**src/rtl/srtwm_pkg.sv**
```systemverilog
// ----------------------------------------------------------------------------
// srtwm_pkg: shared types and constants of the world matrix builder
// Holds the beat structs of both channels, the fixed-point formats, the
// CORDIC angle constants and the Q30 rounding helper.
// ----------------------------------------------------------------------------
package srtwm_pkg;

    // Widths of the internal fixed-point words.
    localparam int ANGLE_W = 16;
    localparam int Z_W     = 36;   // Q30 angle, covers a 16-bit Q4.12 input
    localparam int X_W     = 34;   // CORDIC x/y datapath
    localparam int SC_W    = 32;   // Q30 sine, cosine and rotation entries
    localparam int PR_W    = 64;   // Q60 products
    localparam int M_W     = 24;   // matrix element width

    // Angle constants in Q30.
    localparam logic signed [Z_W-1:0] PI_Q30      = 36'sd3373259426;
    localparam logic signed [Z_W-1:0] TWO_PI_Q30  = 36'sd6746518852;
    localparam logic signed [Z_W-1:0] HALF_PI_Q30 = 36'sd1686629713;
    localparam logic signed [X_W-1:0] GAIN_Q30    = 34'sd652032874;

    // Saturation limits of a matrix element.
    localparam logic signed [M_W-1:0] M_MAX = 24'sd8388607;
    localparam logic signed [M_W-1:0] M_MIN = -24'sd8388608;

    // One input beat.
    typedef struct packed {
        logic signed [15:0] scale_x;
        logic signed [15:0] scale_y;
        logic signed [15:0] scale_z;
        logic signed [15:0] angle_x;
        logic signed [15:0] angle_y;
        logic signed [15:0] angle_z;
        logic signed [31:0] move_x;
        logic signed [31:0] move_y;
        logic signed [31:0] move_z;
    } t_in_item;

    // One output beat.
    typedef struct packed {
        logic signed [23:0] m00;
        logic signed [23:0] m01;
        logic signed [23:0] m02;
        logic signed [23:0] m10;
        logic signed [23:0] m11;
        logic signed [23:0] m12;
        logic signed [23:0] m20;
        logic signed [23:0] m21;
        logic signed [23:0] m22;
        logic signed [31:0] out_tx;
        logic signed [31:0] out_ty;
        logic signed [31:0] out_tz;
    } t_out_item;

    // Arctangent of 2^-idx in Q30, rounded.
    function automatic logic signed [Z_W-1:0] srtwm_atan(input int unsigned idx);
        logic signed [Z_W-1:0] v;
        case (idx)
            0:       v = 36'sd843314857;
            1:       v = 36'sd497837829;
            2:       v = 36'sd263043837;
            3:       v = 36'sd133525159;
            4:       v = 36'sd67021687;
            5:       v = 36'sd33543516;
            6:       v = 36'sd16775851;
            7:       v = 36'sd8388437;
            8:       v = 36'sd4194283;
            9:       v = 36'sd2097149;
            10:      v = 36'sd1048576;
            11:      v = 36'sd524288;
            12:      v = 36'sd262144;
            13:      v = 36'sd131072;
            14:      v = 36'sd65536;
            15:      v = 36'sd32768;
            16:      v = 36'sd16384;
            17:      v = 36'sd8192;
            18:      v = 36'sd4096;
            19:      v = 36'sd2048;
            20:      v = 36'sd1024;
            21:      v = 36'sd512;
            22:      v = 36'sd256;
            23:      v = 36'sd128;
            default: v = '0;
        endcase
        return v;
    endfunction

    // Round a Q60 value half up to Q30.
    function automatic logic signed [SC_W-1:0] srtwm_rnd30(input logic signed [PR_W:0] v);
        logic signed [PR_W:0] t;
        t = v + (65'sd1 <<< 29);
        return t[SC_W+29:30];
    endfunction

endpackage

```
**src/rtl/srtwm_cordic.sv**
```systemverilog
// ----------------------------------------------------------------------------
// srtwm_cordic: pipelined sine and cosine of one angle
// Wraps the Q4.12 angle into [-pi, pi], folds it into [-pi/2, pi/2], runs
// one CORDIC rotation per register stage and restores the sign at the end.
// Every step is registered and advances only while i_en is high.
// ----------------------------------------------------------------------------
module srtwm_cordic #(
    parameter int CORDIC_STAGES = 16
) (
    input  logic                              i_clk,
    input  logic                              i_en,
    input  logic signed [srtwm_pkg::ANGLE_W-1:0] i_angle,
    output logic signed [srtwm_pkg::SC_W-1:0]    o_sin,
    output logic signed [srtwm_pkg::SC_W-1:0]    o_cos
);
    import srtwm_pkg::*;

    logic signed [Z_W-1:0] n_z0;
    logic signed [Z_W-1:0] r_zw;
    logic signed [X_W-1:0] r_x [CORDIC_STAGES+1];
    logic signed [X_W-1:0] r_y [CORDIC_STAGES+1];
    logic signed [Z_W-1:0] r_z [CORDIC_STAGES+1];
    logic                  r_neg [CORDIC_STAGES+1];
    logic signed [X_W-1:0] n_sin;
    logic signed [X_W-1:0] n_cos;

    // Angle into Q30.
    assign n_z0 = {{(Z_W-ANGLE_W-18){i_angle[ANGLE_W-1]}}, i_angle, 18'b0};

    // One wrap by a full turn is enough for any 16-bit input.
    always_ff @(posedge i_clk) begin
        if (i_en) begin
            if (n_z0 > PI_Q30) begin
                r_zw <= n_z0 - TWO_PI_Q30;
            end else if (n_z0 < -PI_Q30) begin
                r_zw <= n_z0 + TWO_PI_Q30;
            end else begin
                r_zw <= n_z0;
            end
        end
    end

    // Fold into the right half plane; sine and cosine flip sign later.
    always_ff @(posedge i_clk) begin
        if (i_en) begin
            r_x[0] <= GAIN_Q30;
            r_y[0] <= '0;
            if (r_zw > HALF_PI_Q30) begin
                r_z[0]   <= r_zw - PI_Q30;
                r_neg[0] <= 1'b1;
            end else if (r_zw < -HALF_PI_Q30) begin
                r_z[0]   <= r_zw + PI_Q30;
                r_neg[0] <= 1'b1;
            end else begin
                r_z[0]   <= r_zw;
                r_neg[0] <= 1'b0;
            end
        end
    end

    // One micro-rotation per stage.
    for (genvar gi = 0; gi < CORDIC_STAGES; gi++) begin : g_stage
        always_ff @(posedge i_clk) begin
            if (i_en) begin
                r_neg[gi+1] <= r_neg[gi];
                if (!r_z[gi][Z_W-1]) begin
                    r_x[gi+1] <= r_x[gi] - (r_y[gi] >>> gi);
                    r_y[gi+1] <= r_y[gi] + (r_x[gi] >>> gi);
                    r_z[gi+1] <= r_z[gi] - srtwm_atan(gi);
                end else begin
                    r_x[gi+1] <= r_x[gi] + (r_y[gi] >>> gi);
                    r_y[gi+1] <= r_y[gi] - (r_x[gi] >>> gi);
                    r_z[gi+1] <= r_z[gi] + srtwm_atan(gi);
                end
            end
        end
    end

    // Undo the fold.
    assign n_cos = r_neg[CORDIC_STAGES] ? -r_x[CORDIC_STAGES] : r_x[CORDIC_STAGES];
    assign n_sin = r_neg[CORDIC_STAGES] ? -r_y[CORDIC_STAGES] : r_y[CORDIC_STAGES];

    always_ff @(posedge i_clk) begin
        if (i_en) begin
            o_cos <= n_cos[SC_W-1:0];
            o_sin <= n_sin[SC_W-1:0];
        end
    end

endmodule

```
**config.mk**
```make
export PLATFORM = sky130hd
export DESIGN_NAME = srtwm_cordic
export DESIGN_NICKNAME = d
export VERILOG_FILES = /design/src/rtl/srtwm_pkg.sv /design/src/rtl/srtwm_cordic.sv
export SDC_FILE = /design/constraint.sdc
export NUM_CORES = 2
export LEC_CHECK = 0
export BUFFER_PORTS_ARGS = -buffer_cell sky130_fd_sc_hd__buf_2
export CORE_MARGIN = 3
export CORE_UTILIZATION = 44
export DETAILED_ROUTE_END_ITERATION = 6
export PLACE_DENSITY = 0.58
export SLEW_MARGIN = 20
export SYNTH_ARGS = -nofsm -noshare
export SYNTH_HDL_FRONTEND = slang
export SYNTH_SLANG_ARGS = --single-unit
export TNS_END_PERCENT = 20
```
**constraint.sdc**
```tcl
create_clock -name i_clk -period 8.2 [get_ports i_clk]
set_clock_uncertainty 0.1 [all_clocks]
set_input_delay 1.64 -clock i_clk [delete_from_list [all_inputs] [get_ports i_clk]]
set_output_delay 1.64 -clock i_clk [all_outputs]
set_load 0.01 [all_outputs]
```
Yosys cells after proc, flatten, opt, wreduce, memory -nomap -nowiden

Memory sizes are Yosys's and may differ from the RTL's.
Cells that the tools add are included.

$add $sub $neg: 101
Bitwise operators: 52
Multipliers: 0
Shift operators: 0
Mux-type cells: 165
Equal/unequal tests: 0
Reduce and logical (&&, ||, !) cells: 0
Order comparisons: 4
Div/mod/pow operators: 0

Operator list:

| cell                     | number |
|---|---|
| $mux W34                 | 32 |
| $mux W36                 | 20 |
| $mux W1                  | 111 |
| $add A36 B22 Y36 const B | 2 |
| $sub A36 B22 Y36 const B | 2 |
| $add A34 B19 Y34         | 2 |
| $add A34 B20 Y34         | 2 |
| $add A34 B21 Y34         | 2 |
| $add A34 B22 Y34         | 2 |
| $add A34 B23 Y34         | 2 |
| $add A34 B24 Y34         | 2 |
| $add A34 B25 Y34         | 2 |
| $add A34 B26 Y34         | 2 |
| $add A34 B27 Y34         | 2 |
| $add A34 B28 Y34         | 2 |
| $add A34 B29 Y34         | 2 |
| $add A34 B30 Y34         | 2 |
| $add A34 B31 Y34         | 2 |
| $add A34 B32 Y34         | 2 |
| $add A34 B33 Y34         | 2 |
| $sub A34 B19 Y34         | 2 |
| $sub A34 B20 Y34         | 2 |
| $sub A34 B21 Y34         | 2 |
| $sub A34 B22 Y34         | 2 |
| other kinds (52)         | 117 |

Register bits after elaboration: 100
Output and inout port bits: 64
Input bits: 18
Memory bits (writable): 1785
Latch bits: 0
Logic and storage cells: 329
Bits in read-only memories: 0
Memories: 4

Memories:

| memory | depth | width | rd ports | clocked after memory_dff | write ports | line               | text |
|---|---|---|---|---|---|---|---|
| r_z    | 17    | 36    | 16       | 0                        | 17          | srtwm_cordic.sv:22 | `logic signed [Z_W-1:0] r_z [CORDIC_STAGES+1];` |
| r_x    | 17    | 34    | 17       | 0                        | 17          | srtwm_cordic.sv:20 | `logic signed [X_W-1:0] r_x [CORDIC_STAGES+1];` |
| r_y    | 17    | 34    | 17       | 0                        | 17          | srtwm_cordic.sv:21 | `logic signed [X_W-1:0] r_y [CORDIC_STAGES+1];` |
| r_neg  | 17    | 1     | 17       | 0                        | 17          | srtwm_cordic.sv:23 | `logic r_neg [CORDIC_STAGES+1];` |

Depth between registers and ports, before layout

Word-level depth: 7
Mapped depth: 21
Mapped depth without buffers: 21

Worst setup path after synthesis

No wires, ideal clock.

Kind: input-to-reg
Start: input i_en
End: memory r_z[2][35], data pin
Setup slack: 1513 ps
Stages on the path: 18
Library setup time: 259 ps
Arrival time: 6328 ps
Cells stage by stage: clkbuf_1 > clkbuf_1 > nand2_1 > inv_1 > ha_1 > inv_1 > fa_1 > a211oi_1 > o21ai_0 > a21o_1 > a31o_2 > a311oi_1 > o31ai_1 > o21ai_0 > o31ai_1 > or4_1 > o21ai_0 > xnor2_1

RTL lines:

| element         | line               | text |
|---|---|---|
| start, declared | srtwm_cordic.sv:11 | `input logic i_en,` |
| end, declared   | srtwm_cordic.sv:22 |  |

==> run summary <==
outcome: finished with violations
failing checks: DRC
Synth Area in Simple Gates: 12.2%
max_cap viols: 0
Longest Clk Path Bufs: 4
period utilization: 81.2%
Mapped Area: 126,000 um2
met2 global-route usage: 37.4%
post-CTS setup repair buffer count: 0
worst-path fanout max: 42
Mapped Nets: 14,400
htree depth: 4
Startpoint Class: input port
hpwl dp: 265,000 um
Area growth, synth to finish: 9.07%
setup violators final: 0
most frequent cells after synthesis: edfxtp_1 (1,543), ha_1 (1,403), a21oi_1 (1,334)
Min-Delay Path Class: reg2reg
CP cell instances: buf_12 -> buf_4 -> and2_2 -> inv_1 -> nand2_1 -> o21ai_0 -> fa_1 -> a21oi_1 -> o21ai_0 -> a2111oi_0 -> or4_1 -> a21oi_1 -> o311a_1 -> o21a_1 -> o21ai_0 -> nand2b_1 -> a21oi_1 -> xnor2_1
most common cell in the netlist: edfxtp_1
drt total wl: 334,000 um
# port buffers: 81
WP data arrival: 7.17 ns
crit-path max cell delay: 0.67 ns
effective utilization at floorplan: 44.3%
post_cts resized: 0
final critical-path required period: 6.66 ns
register-to-register setup slack: 2.02 ns
number of flops mapped to enable cells by yosys: 1,543
post-route ant nets: 0
headroom to the max-slew limit: 21.8%
nets@finish: 14,600
proportion of synthesized area in mux cells: 1.05%
CP max stage cell: a2111oi_0
Worst R2R Start: r_x[9][13]
vias per inst: 5.76
wire per inst: 19.6 um
first-pass GRT wire length: 530,000 um
Worst-path clk slew: 0.06 ns
final hold vios: 0
final slew viol count: 0
number of global-route vias before repair: 95,400
leading area contributor after synthesis: edfxtp_1
Mapped Avg Cell Area: 9.76 um2
GR peak layer: met2
met1 global-route usage: 30.3%
worst skew pair latency: 0.87 ns
register area share after synthesis: 36.7%
TritonCTS Buffers: 189
hold_buf cts: 0
Die ar.: 294,000 um2
Required @ worst endpoint: 8.71 ns
DRT iter0 DRCs: 6,825
Die Wd: 542 um
Synth area leaders: edfxtp_1 (37%), ha_1 (14%), xnor2_1 (8.9%)
flops & latches, synth: 1,543
via count: 98,000
RSZ-0062 raised after global routing: no
Die H: 542 um
layout cells sized above 1: 4.77%
Synth Area in Adders: 14.6%
main combinational cell family by area after synthesis: compound AO/OA/AOI/OAI gates
FILL cells: 26,500
routability cong.: 0.914
crit path from: i_en
CTS tree: yes
post-route setup TNS: 0 ns
Yosys top cell area share: 36.7%
fmax: 150 MHz
grt total ovfl: 0
post-synthesis instance total: 12,900
Top FF cell, synth: edfxtp_1
post-synthesis cell type count: 85
IO Count: 82
measured slew at the worst slew-check pin: 1.16 ns
XOR/XNOR share of the synthesized area: 13.3%
Yosys warnings: 0
total core area: 285,000 um2
GRT Total Usage: 22.1%
critical path class: in2reg
min-delay src: r_z[10][18]
DRC viols: 1
met3 Use GR: 2.03%
Root Buffer: clkbuf_16
initial antenna violation count: 3
compound-gate portion of the synthesized area: 20.0%
clock net sink count: 1,543
largest net degree at the start of global routing: 177
number of core rows: 196
Worst setup EP type: flip-flop
Detailed Routing Iterations Pass 1: 7
async set-reset flop share out of synthesis: 0%
[routing by layer]
layer  wire length (um)  part of all wire, %  vias to the layer above
li1                   -                    -                    48600
met1             156000                   47                    46900
met2             156000                   47                     2029
met3              13400                  4.0                      403
met4               9030                  2.7                        2
met5                 13               0.0039                        -
[sequential cells by signal, summed over array words and instances, names as in the netlist]
register  count
r_x         482
o_cos        32
r_y         509
r_z         451
r_zw         20
o_sin        32
r_neg        17
[area by class of cell]
type | instances | area [um2] | share of cell area [%]
clock inverter | 117 | 1260 | 0.914
timing repair buffer | 179 | 1250 | 0.905
multi-input combinational | 10700 | 77300 | 56.1
clock buffer | 223 | 4960 | 3.60
inverter | 512 | 1920 | 1.39
sequential | 1543 | 46300 | 33.6
tap | 3762 | 4710 | 3.42
antenna | 3 | 7.51 | 0.00545
[layout by cell type, fill, tap and decap left out, drive strengths merged, types with 223 or more instances in the layout]
| master | instances |
|---|---|
| edfxtp | 1543 |
| ha | 1403 |
| a21oi | 1334 |
| xnor2 | 1277 |
| nor2 | 968 |
| nand2 | 722 |
| o21ai | 717 |
| xor2 | 645 |
| a21o | 631 |
| inv | 508 |
| nor3 | 293 |
| clkbuf | 223 |
[worst paths after layout]
kind                               endpoint  depth (start not counted)
worst max-delay path            r_x[15][30]                         18
worst min-delay path            r_z[11][18]                          0
worst max register to register  r_y[10][31]                         19
worst min register to register  r_z[11][18]                          0
[cells by family after synthesis]
group	count (synthesis)
adder cells (fa/ha/maj)	1445
flip-flops	1543
buffers and inverters	710
AND/OR/NAND/NOR	3201
AO/OA/AOI/OAI	3993
multiplexers	126
XOR/XNOR	1922
[worst max-delay path, delay by kind of cell]
| family | cells | cell delay (ns) |
|---|---|---|
| compound gates | 9 | 2.34 |
| simple gates | 4 | 1.20 |
| buf+inv | 3 | 1.17 |
| fa+ha+maj | 1 | 0.52 |
| xor+xnor | 1 | 0.08 |
[metrics by stage]
stage	hold WS [ns]	setup WS (ns)	cells	util, %	cell area (um2)
4_1_cts	0.315	1.67	17000	48.2	138000
5_1_grt	0.330	1.16	17000	48.3	138000
2_1_floorplan	0.300	1.51	12900	-	126000
3_5_place_dp	0.305	0.744	16700	46.1	131000
6_report	0.298	1.54	17000	48.3	138000
3_3_place_gp	0.300	0.653	16700	46.1	131000
Power is left out: the tool's default activity adds up to more than one toggle a clock period on the data nets, which glitch-free logic cannot reach.
